==> config.mk <==
export PLATFORM = sky130hd
export DESIGN_NAME = kflh_dp
export DESIGN_NICKNAME = d
export VERILOG_FILES = /design/src/sv/kflh_pkg.sv /design/src/sv/kflh_dp.sv
export SDC_FILE = /design/constraint.sdc
export NUM_CORES = 2
export LEC_CHECK = 0
export BUFFER_PORTS_ARGS = -buffer_cell sky130_fd_sc_hd__buf_2
export CAP_MARGIN = 10
export CORE_MARGIN = 8
export CORE_UTILIZATION = 45
export CTS_CLUSTER_SIZE = 14
export DETAILED_ROUTE_END_ITERATION = 16
export PLACE_DENSITY_LB_ADDON = 0.05
export SLEW_MARGIN = 20
export SYNTH_ARGS = -nofsm -noshare
export SYNTH_HDL_FRONTEND = slang
export SYNTH_SLANG_ARGS = --single-unit
==> constraint.sdc <==
create_clock -name clk -period 10.9 [get_ports clk]
set_input_delay 1.09 -clock clk [delete_from_list [all_inputs] [get_ports clk]]
set_output_delay 1.09 -clock clk [all_outputs]
set_load 0.1 [all_outputs]
==> src/sv/kflh_pkg.sv <==
// ----------------------------------------------------------------------------
// kflh_pkg
// Shared types, constants and lane functions for the keyed four-lane hash.
// ----------------------------------------------------------------------------
`default_nettype none

package kflh_pkg;

  localparam logic [63:0] SEED_ONE   = 64'h0123456789ABCDEF;
  localparam logic [63:0] SEED_TWO   = 64'hFEDCBA9876543210;
  localparam logic [63:0] SEED_THREE = 64'h0F1E2D3C4B5A6978;
  localparam logic [63:0] SEED_FOUR  = 64'h8877665544332211;
  localparam logic [63:0] MIX_ONE    = 64'h9E3779B97F4A7C15;
  localparam logic [63:0] MIX_TWO    = 64'hC2B2AE3D27D4EB4F;
  localparam logic [63:0] MIX_THREE  = 64'h165667B19E3779F9;
  localparam logic [63:0] MIX_FOUR   = 64'hD6E8FEB86659FD93;
  localparam logic [63:0] FIN_MUL_A  = 64'hFF51AFD7ED558CCD;
  localparam logic [63:0] FIN_MUL_B  = 64'hC4CEB9FE1A85EC53;

  localparam logic [1:0] REG_KEY_A = 2'd0;
  localparam logic [1:0] REG_KEY_B = 2'd1;
  localparam logic [1:0] REG_KEY_C = 2'd2;
  localparam logic [1:0] REG_KEY_D = 2'd3;

  localparam logic [1:0] LANE_ONE   = 2'd0;
  localparam logic [1:0] LANE_TWO   = 2'd1;
  localparam logic [1:0] LANE_THREE = 2'd2;
  localparam logic [1:0] LANE_FOUR  = 2'd3;

  localparam logic [1:0] MSTEP_LAST = 2'd3;

  typedef enum logic [2:0] {
    ST_IDLE,
    ST_MIX,
    ST_UPD,
    ST_FLOAD,
    ST_FMUL,
    ST_FDONE
  } kflh_state_t;

  typedef struct packed {
    logic [63:0] a;
    logic [63:0] b;
    logic [63:0] c;
    logic [63:0] d;
  } kflh_keys_t;

  typedef struct packed {
    logic       take;
    logic       seed;
    logic       mix;
    logic       upd;
    logic [1:0] lane;
    logic       fload;
    logic       half;
    logic       fmul;
    logic [1:0] mstep;
    logic       ksel;
    logic       hold_low;
    logic       out_load;
  } kflh_cmd_t;

  // byte + constant + shifted neighbor terms
  function automatic logic [63:0] mix_term(input logic [1:0] idx, input logic [63:0] x,
                                           input logic [7:0] b);
    logic [63:0] ext;
    ext = {56'd0, b};
    case (idx)
      LANE_ONE:   mix_term = ext + MIX_ONE   + (x << 6) + (x >> 2);
      LANE_TWO:   mix_term = ext + MIX_TWO   + (x << 7) + (x >> 3);
      LANE_THREE: mix_term = ext + MIX_THREE + (x << 5) + (x >> 4);
      default:    mix_term = ext + MIX_FOUR  + (x << 9) + (x >> 5);
    endcase
  endfunction

  function automatic logic [63:0] rot_term(input logic [1:0] idx, input logic [63:0] v);
    case (idx)
      LANE_ONE:   rot_term = {v[50:0], v[63:51]};
      LANE_TWO:   rot_term = {v[46:0], v[63:47]};
      LANE_THREE: rot_term = {v[52:0], v[63:53]};
      default:    rot_term = {v[44:0], v[63:45]};
    endcase
  endfunction

  function automatic logic [63:0] xorshift33(input logic [63:0] v);
    xorshift33 = v ^ (v >> 33);
  endfunction

endpackage

`default_nettype wire

==> src/sv/kflh_dp.sv <==
// ----------------------------------------------------------------------------
// kflh_dp
// Lane registers, shared lane update unit and 32x32 finalizer multiplier.
// ----------------------------------------------------------------------------
`default_nettype none

module kflh_dp (
  input  wire logic               clk,
  input  wire kflh_pkg::kflh_cmd_t cmd,
  input  wire kflh_pkg::kflh_keys_t keys,
  input  wire logic [7:0]         data_byte,
  output logic [63:0]             digest_low,
  output logic [63:0]             digest_high
);

  logic [7:0]  data_q;
  logic [63:0] lane_one, lane_two, lane_three, lane_four;
  logic [63:0] mix;
  logic [63:0] own, nx, ny;
  logic [63:0] upd_val;

  logic [63:0] fin_x;
  logic [63:0] acc;
  logic [63:0] prod;
  logic [63:0] hold;
  logic [63:0] fin_src;
  logic [63:0] kmul;
  logic [31:0] ma, mb;
  logic [63:0] mp;
  logic [31:0] acc_hi_sum;

  always_comb begin
    case (cmd.lane)
      kflh_pkg::LANE_ONE: begin
        own = lane_one;   nx = lane_two;   ny = lane_three;
      end
      kflh_pkg::LANE_TWO: begin
        own = lane_two;   nx = lane_three; ny = lane_four;
      end
      kflh_pkg::LANE_THREE: begin
        own = lane_three; nx = lane_four;  ny = lane_one;
      end
      default: begin
        own = lane_four;  nx = lane_one;   ny = lane_two;
      end
    endcase
  end

  assign upd_val = kflh_pkg::rot_term(cmd.lane, own ^ mix) + ny;

  always_ff @(posedge clk) begin
    if (cmd.take) begin
      data_q <= data_byte;
    end
    if (cmd.mix) begin
      mix <= kflh_pkg::mix_term(cmd.lane, nx, data_q);
    end
    if (cmd.seed) begin
      lane_one   <= kflh_pkg::SEED_ONE   ^ keys.a;
      lane_two   <= kflh_pkg::SEED_TWO   ^ keys.b;
      lane_three <= kflh_pkg::SEED_THREE ^ keys.c;
      lane_four  <= kflh_pkg::SEED_FOUR  ^ keys.d;
    end else if (cmd.upd) begin
      case (cmd.lane)
        kflh_pkg::LANE_ONE:   lane_one   <= upd_val;
        kflh_pkg::LANE_TWO:   lane_two   <= upd_val;
        kflh_pkg::LANE_THREE: lane_three <= upd_val;
        default:              lane_four  <= upd_val;
      endcase
    end
  end

  // finalizer: x*K mod 2^64 from three 32x32 partial products
  assign fin_src    = cmd.half ? (lane_two ^ lane_four) : (lane_one ^ lane_three);
  assign kmul       = cmd.ksel ? kflh_pkg::FIN_MUL_B : kflh_pkg::FIN_MUL_A;
  assign ma         = (cmd.mstep == 2'd2) ? fin_x[63:32] : fin_x[31:0];
  assign mb         = (cmd.mstep == 2'd1) ? kmul[63:32] : kmul[31:0];
  assign mp         = {32'd0, ma} * {32'd0, mb};
  assign acc_hi_sum = acc[63:32] + prod[31:0];

  always_ff @(posedge clk) begin
    if (cmd.fload) begin
      fin_x <= kflh_pkg::xorshift33(fin_src);
    end else if (cmd.fmul) begin
      case (cmd.mstep)
        2'd0: begin
          prod <= mp;
        end
        2'd1: begin
          prod <= mp;
          acc  <= prod;
        end
        2'd2: begin
          prod       <= mp;
          acc[63:32] <= acc_hi_sum;
        end
        default: begin
          fin_x <= kflh_pkg::xorshift33({acc_hi_sum, acc[31:0]});
        end
      endcase
    end
    if (cmd.hold_low) begin
      hold <= fin_x;
    end
    if (cmd.out_load) begin
      digest_low  <= hold;
      digest_high <= fin_x;
    end
  end

endmodule

`default_nettype wire

Yosys cells after proc, flatten, opt, wreduce, memory -nomap -nowiden
Index checks and enable logic that the tools add are counted.
Operators by class
  multiplexer cells: 25
  bitwise operators: 10
  reduce and logical (&&, ||, !) cells: 18
  equality and inequality tests: 6
  multiply operators: 1
  $add $sub $neg: 14
Operators with widths (number)
  $mux 64: 16
  $pmux 64 s3: 5
  $add 64x64->64: 4
  $xor 64x64->64: 3
  $add 9x63->64 const B: 2
  $xor 64x31->64: 2
  $not 32->32: 3
  $add 62x64->64: 1
  $add 64x59->64: 1
  $add 64x60->64: 1
  $add 64x61->64: 1
  $add 64x62->64: 1
  $add 8x64->64 const B: 1
  $mul 32x32->64: 1
  $mux 32: 2
  $pmux 32 s2: 1
  $add 8x61->62 const B: 1
  $mux 62: 1
  $add 32x32->32: 1
  $not 26->26: 1
  $reduce_bool 2->1: 6
  $reduce_and 2->1: 5
  $reduce_and 3->1: 3
  $reduce_or 3->1: 2
  other kinds (5): 9
Word-level totals
  register bits: 712
  logic and storage cells: 87
  output and inout port bits: 128
  input port bits: 279

Longest topological paths before layout
  depth after elaboration: 8
  mapped depth: 40
  gate-level depth less buffers: 36

Least setup slack after synthesis
OpenSTA, ideal clock, no wires.
  kind: input port to flip-flop
  start: input port cmd[3] (netlist name)
  end: register prod[63], data pin
  required time: 10.640 ns
  setup time: 0.260 ns
  data arrival time: 9.942 ns
  stages on the path: 35
  slack: 0.698 ns
  buffers on the path: 5
  path through: inv_1 -> ha_1 -> clkbuf_1 -> buf_1 -> buf_2 -> clkbuf_1 -> mux2_2 -> nand2_1 -> inv_1 -> fa_1 -> fa_1 -> fa_1 -> inv_1 -> fa_1 -> inv_1 -> fa_1 -> inv_1 -> fa_1 -> inv_1 -> fa_1 -> fa_1 -> ha_1 -> clkbuf_1 -> and4_1 -> and3_1 -> nor2b_1 -> a2111oi_2 -> o21ai_1 -> a21oi_1 -> o21ai_1 -> o21ai_1 -> o21ai_1 -> a221oi_1 -> o21bai_1 -> xnor2_1
On the way
  word-level cells in the longest chain between the ends: 3
  elaborated cells between the ends (all ways): 5
  those cells by class: 1 x mul; 2 x eq/ne; 2 x mux
RTL lines
  start, declared: RTL line kflh_dp.sv:9  | input wire kflh_pkg::kflh_cmd_t cmd,
  $eq 2x2->1 or $eq 2x1->1 (tied branches): RTL line kflh_dp.sv:76, kflh_dp.sv:77
  $mux 32 (on tied branches): RTL line kflh_dp.sv:76, kflh_dp.sv:77
  $mul 32x32->64 (*): RTL line kflh_dp.sv:78  | assign mp = {32'd0, ma} * {32'd0, mb};
  net mp[63]: RTL line kflh_dp.sv:29  | logic [63:0] mp;
  end signal, assigned: RTL line kflh_dp.sv:87  | prod <= mp;
  end signal, assigned: RTL line kflh_dp.sv:90  | prod <= mp;
  end signal, assigned: RTL line kflh_dp.sv:94  | prod <= mp;
  end, declared: RTL line kflh_dp.sv:24  | logic [63:0] prod;
Mark *: on every way through the listed nets, which the timed path passes. The rest lies on a longest branch.
A chain may end at the register's enable or synchronous reset.

Worst setup path after layout
  start: input port cmd[3] (netlist name)
  end: register prod[58], data pin
The elaborated chain is that of the path after synthesis.

==> results.md <==
* Layout cells sized above 1 at 11.64%
* Compound-gate portion of the synthesized area at 13.43%
* Largest fanout on the critical path at 17
* Final worst clock skew at between 50 and 60 ps
* Top-level port count at 407
* Hold-fix buffer count after cts at 0
* Data required time at the worst endpoint at 11,390 ps
* Initial standard-cell utilization of the core at 45.10%
* Min Clock Period, post-route at 9828 ps
* DR iter-0 viols at 8,927
* Overall track demand over capacity in global routing at 35.35%
* Per-instance average area after synthesis at 9.720 um2
* First-pass GRT wire length at about 550,000 um
* Die outline area at ~0.21 mm2
* Reg-to-Reg End: prod[58]$_DFFE_PP_
* Biggest area contributors in the synthesized netlist: sky130_fd_sc_hd__edfxtp_1 (24%), sky130_fd_sc_hd__fa_1 (18%), sky130_fd_sc_hd__ha_1 (14%), sky130_fd_sc_hd__inv_1 (5.8%), sky130_fd_sc_hd__mux4_2 (5.4%)
* Count of cells along the worst register-to-register path at 25
* Number of storage elements in the synthesis netlist at between 700 and 800
* Maximum level of the CTS H-tree at 3
* HPWL after DPL at approximately 330,000 um
* Die width at 462.7 um
* Maximum clock frequency at 101.8 MHz
* Clock buffers created by TritonCTS at 85
* Worst Hold Launch: hold[28]$_DFFE_PP_
* Root Driver: sky130_fd_sc_hd__clkbuf_16
* Antenna violation net count after detailed routing at 0
* Area share of and/or/nand/nor cells after synthesis at 9.658%
* Syn Std Cell Area at 0.08977 mm2
* Routability congestion estimate from global placement at between 1 and 1.5
* Kind of start point of the critical path: primary input
* Max Cap Violations at 0
* Vias in the first global route at 71,620
* Vert. Die Dim at around 460 um
* Routed vias/inst at about 6.0
* Total of endpoints with negative setup slack in the final report at 0
* Clock edge transition at the registers on the reported setup and hold paths at 60 ps
* Async SR Flop Fraction at 0%
* Unique masters post-synth at 102
* Number of synthesized flops with an enable pin at 712
* Cell type with the highest aggregate area in the netlist: sky130_fd_sc_hd__edfxtp_1
* CTS resizes at 0
* Summed negative setup slack over all endpoints at 0 ps
* Buffers on Ports at 406
* Number of instances in the synthesized netlist at 9,236
* GRT Residual Overflow at 0
* Final Hold Vio Count at 0
* Multiplexer fraction of the synthesized cell area at 6.688%
* Hold crit path type: reg2reg
* Internal reg-to-reg setup slack at about 1300 ps
* Cell with the biggest individual delay on the critical path: sky130_fd_sc_hd__nor2_1
* Area share of the leading cell type in the synthesized netlist at roughly a quarter
* Parity-gate share of the synthesized area counting xor and xnor cells at approximately 7.4%
* Crit. End Element: flop
* Endpoint arrival time on the critical path at 10,320 ps
* Worst-Skew Late Latency at roughly 750 ps
* Worst stage delay on the critical path at 690 ps
* Portion of the post-synthesis area used by sequential elements at 23.82%
* Slew HR at between 10% and 20%
* DRC Markers at 0
* Critical register-to-register path startpoint: fin_x[13]$_DFFE_PP_
* Wire length reported by the detailed router at 392,100 um
* Sink count of the clock tree at 712
* Slew Viols, Final at 0
* Outcome: completed
* Timing startpoint of the critical path: cmd[3]
* Number of buffers between clock root and the deepest sink at 3
* Post-Layout Inst Area at 0.09825 mm2
* Count of warnings emitted by yosys at 0
* Total core area at ~0.2 mm2
* Terminating pin of the worst hold path: digest_low[28]$_DFFE_PP_
* Number of nets produced by synthesis at 11,300
* Post-CTS setup buffer count at 0
* Final-stage net count at 11,610
* Via count at 74,250
* Rows at 164
* Worst slew pin tran at 1334 ps
* Largest family of logic cells by synthesized area: adder cells
* Post-synthesis share of cell area spent on full adders, half adders and majority gates at 31.55%
* Relative area change from synthesis to final layout at 9.435%
* Initial antenna violation count at 33
* Per-cell routed wire length at ~32 um
* Number of cells on the worst hold path at 0
* Unrepaired setup endpoints after global routing: false
* Post-placement cell area at 0.09537 mm2
* Final clock period utilization by the worst path at 90.17%
* Clock tree from TritonCTS: done
* WS Path Type: in2reg
* Top flip-flop cell by instance count after synthesis: sky130_fd_sc_hd__edfxtp_1
* Detailed-router iteration count before antenna repair at 6
* Cell type with the highest occurrence count on the critical path: sky130_fd_sc_hd__fa_1
* Pin count of the biggest net entering global routing at 86
-- area by class of cell --
type / count / area [um2]
multi-input cells: 6756 / 61870
fillers: 18990 / 100800
clock inverters: 51 / 631.9
well taps: 2656 / 3323
diodes: 13 / 32.53
inverters: 1409 / 5299
flip-flops and latches: 712 / 21380
repair buffers: 584 / 3513
clock buffers: 102 / 2191
-- cells in the final DEF (no fill, tap or decap), drive strengths merged, types with 103 or more instances in the layout --
| master | netlist | layout |
|---|---|---|
| inv | 1398 | 1404 |
| ha | 995 | 995 |
| fa | 790 | 790 |
| nand2 | 758 | 758 |
| edfxtp | 712 | 712 |
| a21oi | 656 | 656 |
| nor2 | 606 | 606 |
| buf | 68 | 583 |
| o21ai | 451 | 451 |
| xnor2 | 436 | 436 |
| xor2 | 326 | 326 |
| a21o | 309 | 309 |
| mux4 | 216 | 216 |
| nand3 | 117 | 117 |
| clkbuf | 291 | 103 |
-- metrics by stage --
| stage | utilization [%] | setup WS (ps) | instances | hold WS (ps) |
|---|---|---|---|---|
| final | 49.36 | 1072 | 12280 | 412.8 |
| after global routing | 49.35 | 637.9 | 12270 | 413.4 |
| after CTS | 49.33 | 1178 | 12270 | 411.0 |
| after detailed placement | 47.91 | 420.3 | 12120 | 404.5 |
| after global placement | 47.90 | 503.9 | 12120 | 400.8 |
| after floorplan | - | 697.9 | 9236 | 400.3 |
-- flip-flops by register name (all words and copies together), names as in the netlist --
signal and cells:
acc 64, digest_high 64, digest_low 64, fin_x 64, hold 64, lane_four 64, lane_one 64, lane_three 64
lane_two 64, mix 64, prod 64, data_q 8
-- per-layer routing --
| layer | routed length, um | GRT usage [%] | part of all wire [%] | up-vias |
|---|---|---|---|---|
| met5 | 102 | 0 | 0.026 | - |
| met4 | 17760 | 12.84 | 4.5 | 14 |
| met3 | 39250 | 7.624 | 10 | 551 |
| met2 | 159800 | 50.20 | 41 | 3899 |
| met1 | 175200 | 52.82 | 45 | 37460 |
| li1 | - | - | - | 32320 |
-- critical path: cells and delay by family --
family,cells,cell delay [ps]
adders and majority gates,10,4910
AOI/OAI and AO/OA,7,1650
and+or+nand+nor,4,1340
buffers and inverters,5,750
muxes,1,420
xor gates and xnor gates,1,110
-- kinds of logic (layout without fill, tap and decap cells) --
group           Yosys count  after routing
other cells               1             14
buf+inv                1768           2146
compound gates         1929           1929
flops                   712            712
fa+ha+maj              1791           1791
mux                     321            321
simple gates           1952           1952
xor+xnor                762            762
-- synth_stat cells, types with 117 or more instances --
cell / number
sky130_fd_sc_hd__nor2_1: 606
sky130_fd_sc_hd__edfxtp_1: 712
sky130_fd_sc_hd__xnor2_1: 435
sky130_fd_sc_hd__inv_1: 1394
sky130_fd_sc_hd__mux4_2: 216
sky130_fd_sc_hd__clkbuf_1: 290
sky130_fd_sc_hd__nand3_1: 117
sky130_fd_sc_hd__xor2_1: 326
sky130_fd_sc_hd__fa_1: 790
sky130_fd_sc_hd__o21ai_0: 418
sky130_fd_sc_hd__a21o_1: 309
sky130_fd_sc_hd__nand2_1: 758
sky130_fd_sc_hd__ha_1: 995
sky130_fd_sc_hd__a21oi_1: 651
-- worst max path at each step --
stage          slack [ps]                 end  cells after the start
4_1_cts              1180  prod[58]$_DFFE_PP_                     28
6_report             1070  prod[58]$_DFFE_PP_                     28
3_3_place_gp          500  prod[63]$_DFFE_PP_                     33
2_1_floorplan         700  prod[63]$_DFFE_PP_                     35
3_5_place_dp          420  prod[63]$_DFFE_PP_                     33
5_1_grt               640  prod[50]$_DFFE_PP_                     28
Power is not shown: default switching activity piles up to over one toggle a cycle in this logic, so the estimate is an artifact.
