$ cat config.mk
export PLATFORM = sky130hd
export DESIGN_NAME = kflh_ctrl
export DESIGN_NICKNAME = d
export VERILOG_FILES = /design/src/sv/kflh_pkg.sv /design/src/sv/kflh_ctrl.sv
export SDC_FILE = /design/constraint.sdc
export NUM_CORES = 1
export LEC_CHECK = 0
export BUFFER_PORTS_ARGS = -buffer_cell sky130_fd_sc_hd__buf_2
export CORE_UTILIZATION = 46
export CTS_BUF_LIST = sky130_fd_sc_hd__clkbuf_8
export CTS_CLUSTER_SIZE = 10
export DETAILED_ROUTE_END_ITERATION = 10
export PLACE_DENSITY = 0.88
export REMOVE_ABC_BUFFERS = 1
export SYNTH_ARGS = -nofsm -noshare
export SYNTH_HDL_FRONTEND = slang
export SYNTH_SLANG_ARGS = --single-unit
$ cat constraint.sdc
create_clock -name clk -period 1.2 [get_ports clk]
set_input_delay 0.06 -clock clk [delete_from_list [all_inputs] [get_ports clk]]
set_output_delay 0.06 -clock clk [all_outputs]
set_load 0.05 [all_outputs]
$ cat src/sv/kflh_pkg.sv
// ----------------------------------------------------------------------------
// kflh_pkg
// Shared types, constants and lane functions for the keyed four-lane hash.
// ----------------------------------------------------------------------------
`default_nettype none

package kflh_pkg;

  localparam logic [63:0] SEED_ONE   = 64'h0123456789ABCDEF;
  localparam logic [63:0] SEED_TWO   = 64'hFEDCBA9876543210;
  localparam logic [63:0] SEED_THREE = 64'h0F1E2D3C4B5A6978;
  localparam logic [63:0] SEED_FOUR  = 64'h8877665544332211;
  localparam logic [63:0] MIX_ONE    = 64'h9E3779B97F4A7C15;
  localparam logic [63:0] MIX_TWO    = 64'hC2B2AE3D27D4EB4F;
  localparam logic [63:0] MIX_THREE  = 64'h165667B19E3779F9;
  localparam logic [63:0] MIX_FOUR   = 64'hD6E8FEB86659FD93;
  localparam logic [63:0] FIN_MUL_A  = 64'hFF51AFD7ED558CCD;
  localparam logic [63:0] FIN_MUL_B  = 64'hC4CEB9FE1A85EC53;

  localparam logic [1:0] REG_KEY_A = 2'd0;
  localparam logic [1:0] REG_KEY_B = 2'd1;
  localparam logic [1:0] REG_KEY_C = 2'd2;
  localparam logic [1:0] REG_KEY_D = 2'd3;

  localparam logic [1:0] LANE_ONE   = 2'd0;
  localparam logic [1:0] LANE_TWO   = 2'd1;
  localparam logic [1:0] LANE_THREE = 2'd2;
  localparam logic [1:0] LANE_FOUR  = 2'd3;

  localparam logic [1:0] MSTEP_LAST = 2'd3;

  typedef enum logic [2:0] {
    ST_IDLE,
    ST_MIX,
    ST_UPD,
    ST_FLOAD,
    ST_FMUL,
    ST_FDONE
  } kflh_state_t;

  typedef struct packed {
    logic [63:0] a;
    logic [63:0] b;
    logic [63:0] c;
    logic [63:0] d;
  } kflh_keys_t;

  typedef struct packed {
    logic       take;
    logic       seed;
    logic       mix;
    logic       upd;
    logic [1:0] lane;
    logic       fload;
    logic       half;
    logic       fmul;
    logic [1:0] mstep;
    logic       ksel;
    logic       hold_low;
    logic       out_load;
  } kflh_cmd_t;

  // byte + constant + shifted neighbor terms
  function automatic logic [63:0] mix_term(input logic [1:0] idx, input logic [63:0] x,
                                           input logic [7:0] b);
    logic [63:0] ext;
    ext = {56'd0, b};
    case (idx)
      LANE_ONE:   mix_term = ext + MIX_ONE   + (x << 6) + (x >> 2);
      LANE_TWO:   mix_term = ext + MIX_TWO   + (x << 7) + (x >> 3);
      LANE_THREE: mix_term = ext + MIX_THREE + (x << 5) + (x >> 4);
      default:    mix_term = ext + MIX_FOUR  + (x << 9) + (x >> 5);
    endcase
  endfunction

  function automatic logic [63:0] rot_term(input logic [1:0] idx, input logic [63:0] v);
    case (idx)
      LANE_ONE:   rot_term = {v[50:0], v[63:51]};
      LANE_TWO:   rot_term = {v[46:0], v[63:47]};
      LANE_THREE: rot_term = {v[52:0], v[63:53]};
      default:    rot_term = {v[44:0], v[63:45]};
    endcase
  endfunction

  function automatic logic [63:0] xorshift33(input logic [63:0] v);
    xorshift33 = v ^ (v >> 33);
  endfunction

endpackage

`default_nettype wire

$ cat src/sv/kflh_ctrl.sv
// ----------------------------------------------------------------------------
// kflh_ctrl
// Sequencer: request intake, lane update steps, finalizer steps, result slot.
// ----------------------------------------------------------------------------
`default_nettype none

module kflh_ctrl (
  input  wire logic                clk,
  input  wire logic                rst,
  input  wire logic                in_valid,
  output logic                     in_ready,
  input  wire logic                has_byte,
  input  wire logic                last_byte,
  output logic                     out_valid,
  input  wire logic                out_ready,
  output kflh_pkg::kflh_cmd_t      cmd
);

  kflh_pkg::kflh_state_t state, state_next;

  logic       need_seed;
  logic       last_q;
  logic [1:0] lane_idx;
  logic [1:0] mstep;
  logic       ksel;
  logic       half;
  logic       accept;
  logic       out_free;

  assign accept   = in_valid && in_ready;
  assign out_free = !out_valid || out_ready;

  always_comb begin
    state_next = state;
    case (state)
      kflh_pkg::ST_IDLE: begin
        if (accept) begin
          if (has_byte) begin
            state_next = kflh_pkg::ST_MIX;
          end else if (last_byte) begin
            state_next = kflh_pkg::ST_FLOAD;
          end
        end
      end
      kflh_pkg::ST_MIX: begin
        state_next = kflh_pkg::ST_UPD;
      end
      kflh_pkg::ST_UPD: begin
        if (lane_idx != kflh_pkg::LANE_FOUR) begin
          state_next = kflh_pkg::ST_MIX;
        end else if (last_q) begin
          state_next = kflh_pkg::ST_FLOAD;
        end else begin
          state_next = kflh_pkg::ST_IDLE;
        end
      end
      kflh_pkg::ST_FLOAD: begin
        state_next = kflh_pkg::ST_FMUL;
      end
      kflh_pkg::ST_FMUL: begin
        if (mstep == kflh_pkg::MSTEP_LAST && ksel) begin
          state_next = kflh_pkg::ST_FDONE;
        end
      end
      kflh_pkg::ST_FDONE: begin
        if (!half) begin
          state_next = kflh_pkg::ST_FLOAD;
        end else if (out_free) begin
          state_next = kflh_pkg::ST_IDLE;
        end
      end
      default: begin
        state_next = kflh_pkg::ST_IDLE;
      end
    endcase
  end

  always_comb begin
    in_ready     = 1'b0;
    cmd          = '0;
    cmd.lane     = lane_idx;
    cmd.half     = half;
    cmd.mstep    = mstep;
    cmd.ksel     = ksel;
    case (state)
      kflh_pkg::ST_IDLE: begin
        in_ready = 1'b1;
        cmd.take = accept;
        cmd.seed = accept && need_seed;
      end
      kflh_pkg::ST_MIX: begin
        cmd.mix = 1'b1;
      end
      kflh_pkg::ST_UPD: begin
        cmd.upd = 1'b1;
      end
      kflh_pkg::ST_FLOAD: begin
        cmd.fload = 1'b1;
      end
      kflh_pkg::ST_FMUL: begin
        cmd.fmul = 1'b1;
      end
      kflh_pkg::ST_FDONE: begin
        cmd.hold_low = !half;
        cmd.out_load = half && out_free;
      end
      default: begin
        in_ready = 1'b0;
      end
    endcase
  end

  always_ff @(posedge clk) begin
    if (rst) begin
      state     <= kflh_pkg::ST_IDLE;
      need_seed <= 1'b1;
      out_valid <= 1'b0;
      last_q    <= 1'b0;
      lane_idx  <= 2'd0;
      mstep     <= 2'd0;
      ksel      <= 1'b0;
      half      <= 1'b0;
    end else begin
      state <= state_next;
      if (accept) begin
        need_seed <= last_byte;
        last_q    <= last_byte;
        lane_idx  <= kflh_pkg::LANE_ONE;
        half      <= 1'b0;
      end
      if (cmd.upd) begin
        lane_idx <= lane_idx + 2'd1;
      end
      if (cmd.fload) begin
        mstep <= 2'd0;
        ksel  <= 1'b0;
      end
      if (cmd.fmul) begin
        mstep <= mstep + 2'd1;
        if (mstep == kflh_pkg::MSTEP_LAST) begin
          ksel <= 1'b1;
        end
      end
      if (cmd.hold_low) begin
        half <= 1'b1;
      end
      if (cmd.out_load) begin
        out_valid <= 1'b1;
      end else if (out_ready) begin
        out_valid <= 1'b0;
      end
    end
  end

  a_no_overwrite: assert property (@(posedge clk) disable iff (rst)
    cmd.out_load |-> (!out_valid || out_ready))
    else $error("result slot overwritten while held");

  a_one_cmd: assert property (@(posedge clk) disable iff (rst)
    $onehot0({cmd.mix, cmd.upd, cmd.fload, cmd.fmul, cmd.hold_low, cmd.out_load}))
    else $error("more than one datapath command");

  a_marker_only: assert property (@(posedge clk) disable iff (rst)
    (accept && !has_byte && !last_byte) |=> state == kflh_pkg::ST_IDLE)
    else $error("marker without last did not return to idle");

  a_fin_done: assert property (@(posedge clk) disable iff (rst)
    (state == kflh_pkg::ST_FMUL && ksel && mstep == kflh_pkg::MSTEP_LAST)
      |=> state == kflh_pkg::ST_FDONE)
    else $error("finalizer sequence did not complete");

  a_seed_after_last: assert property (@(posedge clk) disable iff (rst)
    (accept && last_byte) |=> need_seed)
    else $error("next message not marked for seeding");

endmodule

`default_nettype wire

-- Yosys cells after proc, flatten, opt, wreduce, memory -nomap -nowiden
Index checks and enable logic that the tools add are counted.
- flip-flop bits (word level): 12
- input port bits: 6
- logic and storage cells: 61
- output and inout port bits: 16
- multiplexer cells: 27
- equality and inequality tests: 11
- add/sub/neg operators: 2
- reduce and logical (&&, ||, !) cells: 13
- operators with widths (cell ; count):
    $mux 3 ; 6
    $pmux 3 s6 ; 1
    $mux 2 ; 8
    $mux 1 ; 12
    $reduce_bool 2->1 ; 4
    $eq 3x2->1 const B ; 2
    $eq 3x3->1 const B ; 2
    $ne 2x2->1 const B ; 3
    $ne 3x3->1 const B ; 2
    $add 2x1->2 const B ; 2
    $logic_and 1x1->1 ; 4
    $reduce_and 4->1 ; 1
    $eq 3x1->1 const B ; 1
    $logic_not 3->1 ; 1
    $eq 2x2->1 const B ; 1
    $logic_not 1->1 ; 2
    $logic_or 1x1->1 ; 1

-- Logic depth before layout (Yosys ltp)
Gate-level depths: netlist of the first run.
- depth after elaboration: 5
- depth in mapped cells: 4

-- Worst setup path before layout of the first run
Ideal clock, no wire load.
- path type: register to output
- start: reg state[0]
- end: out in_ready
- stages on the path, launching flop included: 3
- setup slack: -441 ps
- arrival: 1581 ps
- path buffers: 1
- cell sequence: dfxtp_1 buf_2 nor3_1
- cells in the longest elaborated chain, start to end: 2
- RTL lines (what ; line ; RTL):
    start, declared ; kflh_ctrl.sv:19 ; kflh_pkg::kflh_state_t state, state_next;
    start signal, assigned ; kflh_ctrl.sv:115 ; state <= kflh_pkg::ST_IDLE;
    start signal, assigned ; kflh_ctrl.sv:124 ; state <= state_next;
    $logic_not 3->1 ; kflh_ctrl.sv:85 ; case (state)
    $mux 1 ; kflh_ctrl.sv:85 ;
    end, declared ; kflh_ctrl.sv:11 ; output logic in_ready,
No other way between the ends.

==> reports/summary.json, run 1 <==
{
  "wl_met3": {"value": 290, "unit": "microns"},
  "worst_slack": {"value": -0.353, "unit": "ns"},
  "reg2reg_slack": {"value": -0.25, "unit": "ns"},
  "combinationalPowerShare": {"value": 64.6, "unit": "%"},
  "launching_instance_or_port_of_the_critical_path": {"value": "state[2]$_SDFFE_PP0P_"},
  "synth_edf_count": {"value": 0},
  "num_antenna_cells": {"value": 0},
  "final_period_minus_worst_setup_slack": {"value": 1.55, "unit": "ns"},
  "die_area": {"value": 0.00161, "unit": "sq mm"},
  "timing.setup.critical_path_class": {"value": "reg2out"},
  "crit_path_max_incr_delay": {"value": 0.56, "unit": "ns"},
  "topRoutingLayerUsed": {"value": "met4"},
  "final_antenna_net_count": {"value": 0},
  "synth_largest_type_area_fraction": {"value": 36.0, "unit": "%"},
  "synth_top_flop_cell": {"value": "dfxtp_1"},
  "cts-buffers-inserted": {"value": 3},
  "result_of_the_run": {"value": "finished, violations left"},
  "hold_start": {"value": "last_byte"},
  "violations_in_the_final_reports": {"value": "setup timing"},
  "async_set_or_reset_register_ratio_after_synthesis": {"value": 0, "unit": "%"},
  "final_core_utilization": {"value": 90.8, "unit": "%"},
  "maxCapViolCount": {"value": 0},
  "route.met2.wl": {"value": 1410, "unit": "microns"},
  "holdPathEnd": {"value": "need_seed$_SDFFE_PP1P_"},
  "post_route_cells_drive_above_1_share": {"value": 63.8, "unit": "%"},
  "syn_avg_cell_area": {"value": 8.44, "unit": "sq um"},
  "master_of_the_slowest_instance_on_the_critical_path": {"value": "or4b_4"},
  "p_switching": {"value": 1350, "unit": "uW"},
  "netlist_instances": {"value": 79},
  "leakage": {"value": 0.000527, "unit": "uW"},
  "drt_iter0_markers": {"value": 63},
  "worst_ep_required_time": {"value": 1.14, "unit": "ns"},
  "drtPass1Iterations": {"value": 4},
  "setup_viol_count_final": {"value": 17},
  "regToRegStartpoint": {"value": "state[2]$_SDFFE_PP0P_"},
  "synth.yosys.warnings": {"value": 0},
  "chipWidth": {"value": 40.1, "unit": "microns"},
  "globalplace.congestion": {"value": 0.753},
  "ff2ff_path_depth": {"value": 5},
  "power.ir.vdd_worst": {"value": 0.00161, "unit": "V"},
  "cts_num_sinks": {"value": 12},
  "power_switching_share": {"value": 46.2, "unit": "%"},
  "worstMarginPinSlew": {"value": 0.278, "unit": "ns"},
  "drcViolationCount": {"value": 0},
  "post_drt_via_cell_ratio": {"value": 6.19},
  "num_io_pins": {"value": 22},
  "place_ws": {"value": -0.133, "unit": "ns"},
  "internal_power": {"value": 1570, "unit": "uW"},
  "worst_setup_hold_path_clk_slew": {"value": 0.06, "unit": "ns"},
  "path_delay_family": {"value": "simple AND/OR/NAND/NOR gates"},
  "relSlewSlack": {"value": 81.4, "unit": "%"},
  "antenna_violations_before_repair": {"value": 0},
  "hold_viol": {"value": 0},
  "dpl.hpwl": {"value": 1180, "unit": "microns"},
  "dpl_cell_area": {"value": 811, "unit": "sq um"},
  "cp_max_fo": {"value": 3},
  "globalRouteOverflowTotal": {"value": 0},
  "post_drt_wl_per_cell": {"value": 22.7, "unit": "microns"},
  "critical_path.reg2reg.endpoint": {"value": "need_seed$_SDFFE_PP1P_"},
  "cell_breakdown_of_the_critical_path": {"value": "or4b_4, clkinv_4, and2_4, buf_8"},
  "grt_pass1_vias": {"value": 730},
  "fmax": {"value": 644, "unit": "MHz"},
  "fin_skew": {"value": 0.00371, "unit": "ns"},
  "power.share.clock": {"value": 16.0, "unit": "%"},
  "worst_hold_path_type": {"value": "in2reg"},
  "synth.yosys.seq_area_share": {"value": 36.0, "unit": "%"},
  "power_per_cell_area": {"value": 2440, "unit": "mW/mm^2"},
  "critical_path.n_buffers_inverters": {"value": 2},
  "grt_first_pass_wirelength": {"value": 3550, "unit": "microns"},
  "timing.hold.worst_path_depth": {"value": 3},
  "most-common-layout-cells": {"value": "buf_2 (13), buf_6 (13), buf_4 (10)"},
  "syn_area": {"value": 667, "unit": "sq um"},
  "critical_path.endpoint_type": {"value": "output pin"},
  "cts_tree": {"value": "built"},
  "routed-via-count": {"value": 811},
  "nFillCells": {"value": 46},
  "yosysUniqueCellTypes": {"value": 33},
  "cts_buffer_depth": {"value": 2},
  "core_area": {"value": 0.00132, "unit": "sq mm"},
  "timing.critical_path.from_type": {"value": "flop"},
  "post-route-period-util": {"value": 129, "unit": "%"},
  "route.layer.met1.wl": {"value": 1140, "unit": "microns"},
  "clk_latency": {"value": 0.25, "unit": "ns"},
  "totalPowerFinal": {"value": 2920, "unit": "uW"},
  "post_synth_main_area_contributors": {"value": "dfxtp_1 (36%), a21oi_1 (6.0%), nand3b_1 (4.5%)"},
  "floorplan.initialDensity": {"value": 50.6, "unit": "%"},
  "grt_setup_unrepaired": {"value": "true"},
  "power.sequential.fraction": {"value": 19.4, "unit": "%"},
  "grt_start_max_net_pins": {"value": 14},
  "gr-usage-all-layers": {"value": 35.0, "unit": "%"},
  "floorplan.die.height": {"value": 40.1, "unit": "microns"},
  "timing.final.max_slew_violations": {"value": 0},
  "clk_root_buffer_cell": {"value": "clkbuf_8"},
  "row_count": {"value": 13},
  "crit_arrival": {"value": 1.49, "unit": "ns"},
  "fin_nets": {"value": 125},
  "htree_levels": {"value": 1},
  "routed_wl": {"value": 2970, "unit": "microns"},
  "final_design_area_no_fill": {"value": 0.00120, "unit": "sq mm"},
  "ys_ff_latch": {"value": 12},
  "area.growth.synth_to_final": {"value": 79.4, "unit": "%"},
  "port-buffer-count": {"value": 21},
  "post-synth-top-area-cell": {"value": "dfxtp_1"}
}
-- logic make-up (layout without fill, tap and decap cells) --
family	count (synthesis)	after routing	synth area share (%)
AO/OA/AOI/OAI	18	18	18.4
adder cells (fa/ha/maj)	2	2	3.75
buffers and inverters	13	50	10.1
flip-flops	12	12	36.0
multiplexers	1	1	1.69
AND/OR/NAND/NOR	33	33	30.0
-- power groups by stage --
stage               registers [uW]  clock network (uW)  logic (uW)
floorplan                      661                   0         652
global placement               520                   0        1080
detailed placement             528                   0        1110
CTS                            534                 447        1550
global route                   570                 492        1950
finish                         566                 467        1890
-- worst max path at each step --
stage / endpoint / slack [ns] / depth (start not counted)
after detailed placement: cmd[12] / -0.13 / 4
after CTS: cmd[12] / -0.30 / 4
after global placement: cmd[12] / -0.12 / 4
after floorplan: cmd[0] / -0.48 / 2
final: cmd[12] / -0.35 / 4
after global routing: cmd[12] / -0.39 / 4
-- per-stage QoR --
stage                     setup TNS, ns  hold WS (ns)  cells
after floorplan                   -4.52         0.122     72
after global placement           -0.569         0.296    116
after detailed placement         -0.794         0.300    116
after CTS                         -2.26        0.0639    129
after global routing              -3.23         0.101    131
final                             -2.73        0.0887    131
-- worst min-delay path, cell delays in order --
cell,delay [ns]
buf_2,0.12
nand2_4,0.07
nand2_1,0.06
-- timing repair --
item	CTS	global route
gates resized for setup	36	28
buffers inserted	9	5
hold buffers	0	0
endpoints found under the setup margin	16	19
pin swaps	9	11
-- area by class of cell --
type / instances / area [sq um] / area share [%]
tap: 15 / 18.8 / 1.57
inverter: 6 / 30.0 / 2.51
sequential: 12 / 246 / 20.6
timing repair buffer: 40 / 347 / 29.0
multi-input combinational: 54 / 499 / 41.7
clock buffer: 4 / 55.1 / 4.60
-- state kept, by name (all words and copies together), names as in the netlist --
register and flops:
ksel 1, last_q 1, need_seed 1, half 1, lane_idx 2, mstep 2
state 3, out_valid 1
-- synth_stat cells (2+ instances only) --
cell type,n
nor2_1,7
clkbuf_1,2
or3b_1,2
nand2b_1,4
nand3b_1,4
nor2b_1,3
nand2_1,4
inv_1,4
dfxtp_1,12
a21oi_1,8
buf_4,3
buf_2,2
nand3_1,3
ha_1,2
-- routing by layer --
metal | GRT usage [%] | vias up
li1 | - | 344
met5 | 0 | -
met4 | 24.1 | 0
met1 | 38.0 | 376
met2 | 52.4 | 71
met3 | 17.8 | 20
Note: power is estimated with default switching activity, not from simulation.
==> run 2, diff against run 1 <==
--- a/config.mk
+++ b/config.mk
@@ -15,3 +15,4 @@
 export SYNTH_ARGS = -nofsm -noshare
 export SYNTH_HDL_FRONTEND = slang
 export SYNTH_SLANG_ARGS = --single-unit
+export TNS_END_PERCENT = 5
==> run 2 against run 1 <==
Compared with the run above: the run still ends with setup timing left; worst hold slack lost 0.041 ns; routed wire length shrank 36%; register-to-register slack improved by 0.06 ns; critical path depth did not move; sequential share of layout area rose by 4.7 points; global-route usage decreased by 8.0 points; largest power group unchanged; count of clock-buffer cells in the layout unchanged; core utilization is 17 points lower.
==> reports/summary.json, run 2 (synthesis gave the netlist of run 1 again) <==
{
  "worst_ep_required_time": {"value": 1.14, "unit": "ns", "change": "about the same"},
  "globalRouteOverflowTotal": {"value": 0, "change": "unchanged"},
  "cts_tree": {"value": "built"},
  "cts_hold_repair_buffers": {"value": 0, "change": "unchanged"},
  "result_of_the_run": {"value": "finished, violations left"},
  "grt_pass1_vias": {"value": 609, "change": "-17%"},
  "cts_buffer_depth": {"value": 2, "change": "unchanged"},
  "htree_levels": {"value": 1, "change": "unchanged"},
  "most-common-layout-cells": {"value": "buf_2 (13), dfxtp_1 (8), buf_6 (8)"},
  "crit_arrival": {"value": 1.45, "unit": "ns", "change": "-0.04 ns"},
  "clk_root_buffer_cell": {"value": "clkbuf_8"},
  "post_drt_wl_per_cell": {"value": 15.6, "unit": "microns", "change": "-31%"},
  "finalHoldWorstSlack": {"value": 0.0478, "unit": "ns", "change": "-0.0409 ns"},
  "antenna_violations_before_repair": {"value": 0, "change": "unchanged"},
  "floorplan.initialDensity": {"value": 50.6, "unit": "%", "change": "unchanged"},
  "final_design_area_no_fill": {"value": 971, "unit": "sq um", "change": "-19%"},
  "timing.setup.critical_path_class": {"value": "reg2out"},
  "worst_hold_path_type": {"value": "in2reg"},
  "routed-via-count": {"value": 716, "change": "-12%"},
  "post_drt_via_cell_ratio": {"value": 5.92, "change": "-4.4%"},
  "place_ws": {"value": -0.133, "unit": "ns", "change": "unchanged"},
  "cts-buffers-inserted": {"value": 3, "change": "unchanged"},
  "power_per_cell_area": {"value": 2430, "unit": "mW/mm^2", "change": "-0.31%"},
  "nFillCells": {"value": 85, "change": "+85%"},
  "die_area": {"value": 0.00161, "unit": "sq mm", "change": "unchanged"},
  "cts_num_sinks": {"value": 12, "change": "unchanged"},
  "area.growth.synth_to_final": {"value": 45.6, "unit": "%"},
  "final_period_minus_worst_setup_slack": {"value": 1.51, "unit": "ns", "change": "-0.0382 ns"},
  "largest_register_ff_count": {"value": 3, "change": "unchanged"},
  "dpl.hpwl": {"value": 1180, "unit": "microns", "change": "unchanged"},
  "violations_in_the_final_reports": {"value": "setup timing"},
  "power.ir.vdd_worst": {"value": 0.00150, "unit": "V", "change": "-6.7%"},
  "final_core_utilization": {"value": 73.7, "unit": "%", "change": "-17 points"},
  "dpl_cell_area": {"value": 811, "unit": "sq um", "change": "unchanged"},
  "chipWidth": {"value": 40.1, "unit": "microns", "change": "unchanged"},
  "port-buffer-count": {"value": 21, "change": "unchanged"},
  "globalplace.congestion": {"value": 0.753, "change": "unchanged"},
  "drtPass1Iterations": {"value": 4, "change": "unchanged"},
  "relSlewSlack": {"value": 80.7, "unit": "%", "change": "-0.75 points"},
  "cp_max_fo": {"value": 3, "change": "unchanged"},
  "setup_viol_count_final": {"value": 16, "change": "-1"},
  "fin_skew": {"value": 0.00563, "unit": "ns", "change": "+0.00192 ns"},
  "routed_wl": {"value": 1890, "unit": "microns", "change": "-36%"},
  "worst_setup_hold_path_clk_slew": {"value": 0.05, "unit": "ns", "change": "about the same"},
  "leakage": {"value": 0.000441, "unit": "uW", "change": "-16%"},
  "timing.final.max_slew_violations": {"value": 0, "change": "unchanged"},
  "hold_viol": {"value": 0, "change": "unchanged"},
  "reg2reg_slack": {"value": -0.19, "unit": "ns", "change": "+0.06 ns"},
  "post_route_cells_drive_above_1_share": {"value": 48.1, "unit": "%", "change": "-16 points"},
  "num_antenna_cells": {"value": 0, "change": "unchanged"},
  "gr-usage-all-layers": {"value": 27.0, "unit": "%", "change": "-8.0 points"},
  "maxCapViolCount": {"value": 0, "change": "unchanged"},
  "core_area": {"value": 0.00132, "unit": "sq mm", "change": "unchanged"},
  "timing.critical_path.from_type": {"value": "flop"},
  "num_io_pins": {"value": 22, "change": "unchanged"},
  "grt_setup_unrepaired": {"value": "true"},
  "totalPowerFinal": {"value": 2360, "unit": "uW", "change": "-19%"},
  "post-route-period-util": {"value": 126, "unit": "%", "change": "-3.2 points"},
  "worstMarginPinSlew": {"value": 0.289, "unit": "ns", "change": "+0.0105 ns"},
  "worst_slack": {"value": -0.315, "unit": "ns", "change": "+0.0382 ns"},
  "critical_path.endpoint_type": {"value": "output pin"},
  "final_common_cell": {"value": "buf_2"},
  "drcViolationCount": {"value": 0, "change": "unchanged"},
  "final_antenna_net_count": {"value": 0, "change": "unchanged"},
  "grt_first_pass_wirelength": {"value": 2700, "unit": "microns", "change": "-24%"},
  "largest_registers": {"value": "state (3), lane_idx (2), mstep (2)"},
  "clk_latency": {"value": 0.25, "unit": "ns", "change": "about the same"},
  "fmax": {"value": 660, "unit": "MHz", "change": "+2.5%"},
  "fin_nets": {"value": 115, "change": "-8.0%"},
  "regMostFlops": {"value": "state"},
  "floorplan.die.height": {"value": 40.1, "unit": "microns", "change": "unchanged"},
  "grt_start_max_net_pins": {"value": 14, "change": "unchanged"},
  "drt_iter0_markers": {"value": 30, "change": "-52%"},
  "row_count": {"value": 13, "change": "unchanged"}
}
[run 2: power by group]
part	switching (uW)	internal, uW	total (uW)
Clock	163	291	454
Combinational	829	538	1370
Sequential	63.0	479	542
[run 2: final timing paths]
| kind | startpoint | end | depth (start not counted) |
|---|---|---|---|
| worst min register to register | need_seed$_SDFFE_PP1P_ | need_seed$_SDFFE_PP1P_ | 2 |
| worst max register to register | state[0]$_SDFFE_PP0P_ | last_q$_SDFFE_PP0P_ | 6 |
| worst min-delay path | last_byte | need_seed$_SDFFE_PP1P_ | 3 |
| worst max-delay path | state[0]$_SDFFE_PP0P_ | cmd[12] | 4 |
[run 2: layer usage]
layer	GRT usage, %	wire, microns
met1	29.8	764
met2	43.5	937
met3	6.67	109
met4	21.6	76
met5	0	0
[run 2: area by class of cell]
class	count	area (sq um)	share of cell area, %
clock buffers	4	55.1	5.67
well taps	15	18.8	1.93
flip-flops and latches	12	245	25.3
inverters	6	30.0	3.09
multi-input cells	54	384	39.6
repair buffers	30	238	24.5
[run 2: stage by stage]
stage / setup TNS, ns / std cells
floorplan: -4.52 / 72
global placement: -0.569 / 116
detailed placement: -0.794 / 116
CTS: -2.02 / 121
global route: -2.85 / 121
finish: -2.24 / 121
[run 2: worst max-delay path, cell delays in order (launching register included)]
cell      delay [ns]
dfxtp_2         0.32
or4b_4          0.56
clkinv_4        0.07
and2_4          0.13
buf_8           0.13
[run 2: what timing repair did]
action	4_1_cts	5_1_grt
endpoints found under the setup margin	16	17
pin swaps	2	2
endpoints found under the hold margin	0	0
gates resized for setup	25	7
setup buffers	1	0
==> run 3, diff against run 2 <==
--- a/config.mk
+++ b/config.mk
@@ -5,12 +5,13 @@
 export SDC_FILE = /design/constraint.sdc
 export NUM_CORES = 1
 export LEC_CHECK = 0
-export BUFFER_PORTS_ARGS = -buffer_cell sky130_fd_sc_hd__buf_2
-export CORE_UTILIZATION = 46
+export CORE_AREA = 2 2 39 41
 export CTS_BUF_LIST = sky130_fd_sc_hd__clkbuf_8
 export CTS_CLUSTER_SIZE = 10
 export DETAILED_ROUTE_END_ITERATION = 10
-export PLACE_DENSITY = 0.88
+export DIE_AREA = 0 0 41 43
+export DONT_BUFFER_PORTS = 1
+export PLACE_DENSITY = 0.79
 export REMOVE_ABC_BUFFERS = 1
 export SYNTH_ARGS = -nofsm -noshare
 export SYNTH_HDL_FRONTEND = slang
==> run 3 against run 2 <==
Compared with the run above: via count shrank 11%; sequential share of layout area shrank 0.51 points; critical endpoint unchanged; register-to-register slack gained 0.08 ns; core utilization shrank 3.2 points; routed wire length shrank 13%; the flow still finishes with violations (setup timing); cell count shrank 4.1%; worst hold slack lost 0.015 ns; cell area grew 0.52%; clock skew shrank 0.0030 ns; flip-flop and latch count is the same; largest cell class unchanged; highest routed layer unchanged.
==> reports/summary.json, run 3 (synthesis gave the netlist of run 1 again) <==
{
  "result_of_the_run": {"value": "finished, violations left"},
  "violations_in_the_final_reports": {"value": "setup timing"},
  "fin_skew": {"value": 0.00260, "unit": "ns", "change": "-0.00303 ns"},
  "worstMarginPinSlew": {"value": 0.472, "unit": "ns", "change": "+0.183 ns"},
  "critical_path.n_buffers_inverters": {"value": 2, "change": "unchanged"},
  "cts_tree": {"value": "built"},
  "regToRegStartpoint": {"value": "state[2]$_SDFFE_PP0P_"},
  "routed_wl": {"value": 1630, "unit": "microns", "change": "-13%"},
  "cell_breakdown_of_the_critical_path": {"value": "or4b_4, clkinv_4, and2_4, buf_12"},
  "num_antenna_cells": {"value": 0, "change": "unchanged"},
  "master_of_the_slowest_instance_on_the_critical_path": {"value": "or4b_4"},
  "timing.setup.tns": {"value": -1.95, "unit": "ns", "change": "+0.294 ns"},
  "power.ir.vdd_worst": {"value": 0.00170, "unit": "V", "change": "+13%"},
  "timing.critical_path.from_type": {"value": "flop"},
  "cts-buffers-inserted": {"value": 3, "change": "unchanged"},
  "grt_start_max_net_pins": {"value": 13, "change": "-1"},
  "antenna_violations_before_repair": {"value": 0, "change": "unchanged"},
  "crit_path_max_incr_delay": {"value": 0.56, "unit": "ns", "change": "about the same"},
  "hold_viol": {"value": 0, "change": "unchanged"},
  "critical_path.endpoint_type": {"value": "output pin"},
  "grt_setup_unrepaired": {"value": "true"},
  "largest_register_ff_count": {"value": 3, "change": "unchanged"},
  "crit_arrival": {"value": 1.47, "unit": "ns", "change": "+0.02 ns"},
  "htree_levels": {"value": 1, "change": "unchanged"},
  "drt_iter0_markers": {"value": 8, "change": "-73%"},
  "largest_registers": {"value": "state (3), lane_idx (2), mstep (2)"},
  "gr-usage-all-layers": {"value": 23.3, "unit": "%", "change": "-3.7 points"},
  "maxCapViolCount": {"value": 0, "change": "unchanged"},
  "clk_latency": {"value": 0.24, "unit": "ns", "change": "about the same"},
  "floorplan.initialDensity": {"value": 48.2, "unit": "%", "change": "-2.4 points"},
  "cts_num_sinks": {"value": 12, "change": "unchanged"},
  "dpl.hpwl": {"value": 1100, "unit": "microns", "change": "-7.0%"},
  "floorplan.die.height": {"value": 43, "unit": "microns", "change": "+7.3%"},
  "leakage": {"value": 0.000414, "unit": "uW", "change": "-6.1%"},
  "num_io_pins": {"value": 22, "change": "unchanged"},
  "area.growth.synth_to_final": {"value": 46.3, "unit": "%"},
  "clk_root_buffer_cell": {"value": "clkbuf_8"},
  "worst_hold_path_type": {"value": "in2reg"},
  "cts_setup_buffers": {"value": 0, "change": "-1"},
  "place_ws": {"value": -0.101, "unit": "ns", "change": "+0.0322 ns"},
  "grt_pass1_vias": {"value": 618, "change": "+1.5%"},
  "timing.final.max_slew_violations": {"value": 0, "change": "unchanged"},
  "globalplace.congestion": {"value": 0.801, "change": "+6.3%"},
  "post-route-period-util": {"value": 127, "unit": "%", "change": "+0.97 points"},
  "relSlewSlack": {"value": 68.5, "unit": "%", "change": "-12 points"},
  "row_count": {"value": 14, "change": "+1"},
  "setup_viol_count_final": {"value": 16, "change": "unchanged"},
  "die_area": {"value": 0.00176, "unit": "sq mm", "change": "+9.8%"},
  "drtPass1Iterations": {"value": 4, "change": "unchanged"},
  "power_per_cell_area": {"value": 2340, "unit": "mW/mm^2", "change": "-4.0%"},
  "grt_first_pass_wirelength": {"value": 2680, "unit": "microns", "change": "-0.74%"},
  "hold_start": {"value": "rst"},
  "holdPathEnd": {"value": "state[0]$_SDFFE_PP0P_"},
  "fin_nets": {"value": 110, "change": "-4.3%"},
  "regMostFlops": {"value": "state"},
  "cts_buffer_depth": {"value": 2, "change": "unchanged"},
  "drcViolationCount": {"value": 0, "change": "unchanged"},
  "final_common_cell": {"value": "buf_4"},
  "globalRouteOverflowTotal": {"value": 0, "change": "unchanged"},
  "final_period_minus_worst_setup_slack": {"value": 1.53, "unit": "ns", "change": "+0.0116 ns"},
  "path_delay_family": {"value": "simple AND/OR/NAND/NOR gates"},
  "post_route_cells_drive_above_1_share": {"value": 43.0, "unit": "%", "change": "-5.1 points"},
  "port-buffer-count": {"value": 0, "change": "-100%"},
  "chipWidth": {"value": 41, "unit": "microns", "change": "+2.3%"},
  "reg2reg_slack": {"value": -0.11, "unit": "ns", "change": "+0.08 ns"},
  "core_area": {"value": 0.00138, "unit": "sq mm", "change": "+5.0%"},
  "worst_slack": {"value": -0.327, "unit": "ns", "change": "-0.0116 ns"},
  "totalPowerFinal": {"value": 2280, "unit": "uW", "change": "-3.6%"},
  "cp_max_fo": {"value": 4, "change": "+1"},
  "worst_ep_required_time": {"value": 1.14, "unit": "ns", "change": "about the same"},
  "timing.setup.critical_path_class": {"value": "reg2out"},
  "most-common-layout-cells": {"value": "buf_4 (15), dfxtp_1 (11), a21oi_1 (8)"},
  "worst_setup_hold_path_clk_slew": {"value": 0.05, "unit": "ns", "change": "about the same"},
  "post_drt_wl_per_cell": {"value": 14.1, "unit": "microns", "change": "-9.8%"},
  "timing.hold.worst_path_depth": {"value": 2, "change": "-1"},
  "final_antenna_net_count": {"value": 0, "change": "unchanged"},
  "ff2ff_path_depth": {"value": 4, "change": "-2"},
  "routed-via-count": {"value": 637, "change": "-11%"},
  "critical_path.reg2reg.endpoint": {"value": "lane_idx[1]$_SDFFE_PP0P_"},
  "fmax": {"value": 655, "unit": "MHz", "change": "-0.76%"},
  "finalHoldWorstSlack": {"value": 0.0330, "unit": "ns", "change": "-0.0148 ns"},
  "post_drt_via_cell_ratio": {"value": 5.49, "change": "-7.2%"}
}
-- run 3: cell count changes in the layout (fill, tap and decap cells not counted), moves of 2 or more --
cell | before | now
buf_12 | 0 | 2
dfxtp_2 | 4 | 1
buf_2 | 13 | 0
buf_6 | 8 | 5
dfxtp_1 | 8 | 11
dlygate4sd3_1 | 0 | 2
buf_4 | 7 | 15
-- run 3: metrics by stage --
step / cells / cell area, sq um / utilization (%)
floorplan: 72 / 627 / -
global placement: 111 / 845 / 61.0
detailed placement: 111 / 845 / 61.0
CTS: 116 / 942 / 68.1
global route: 116 / 976 / 70.5
finish: 116 / 976 / 70.5
-- run 3: what timing repair did --
action / CTS / global route
hold buffers: 2 / 0
gates resized for setup: 10 / 9
endpoints found under the hold margin: 10 / 0
endpoints found under the setup margin: 18 / 18
pin swaps: 2 / 1
-- run 3: power breakdown --
part           total (uW)  switching (uW)  leakage [uW]  internal, uW
combinational        1390             820      0.000294           566
clock                 371             150     0.0000216           221
sequential            522            49.5     0.0000983           472
total                2280            1020      0.000414          1260
-- run 3: worst max-delay path by stage --
stage,slack [ns],start,cells after the start,endpoint
2_1_floorplan,-0.48,half$_SDFFE_PP0P_,2,cmd[0]
3_3_place_gp,-0.08,state[2]$_SDFFE_PP0P_,4,cmd[12]
3_5_place_dp,-0.10,state[2]$_SDFFE_PP0P_,4,cmd[12]
4_1_cts,-0.33,state[2]$_SDFFE_PP0P_,4,cmd[12]
5_1_grt,-0.36,state[2]$_SDFFE_PP0P_,4,cmd[12]
6_report,-0.33,state[2]$_SDFFE_PP0P_,4,cmd[12]
-- run 3: layout make-up --
type                    instances  area [sq um]
inverters                       6          30.0
flip-flops and latches         12           241
clock buffers                   3          41.3
fillers                        99           408
multi-input cells              54           399
repair buffers                 25           244
well taps                      16          20.0
-- run 3: metal layers --
layer	vias to the layer above	part of all wire, %	track usage [%]
met5	-	0	0
met4	0	3.7	16.0
met3	7	7.1	8.38
met2	20	47	34.7
met1	297	42	26.1
li1	313	-	-
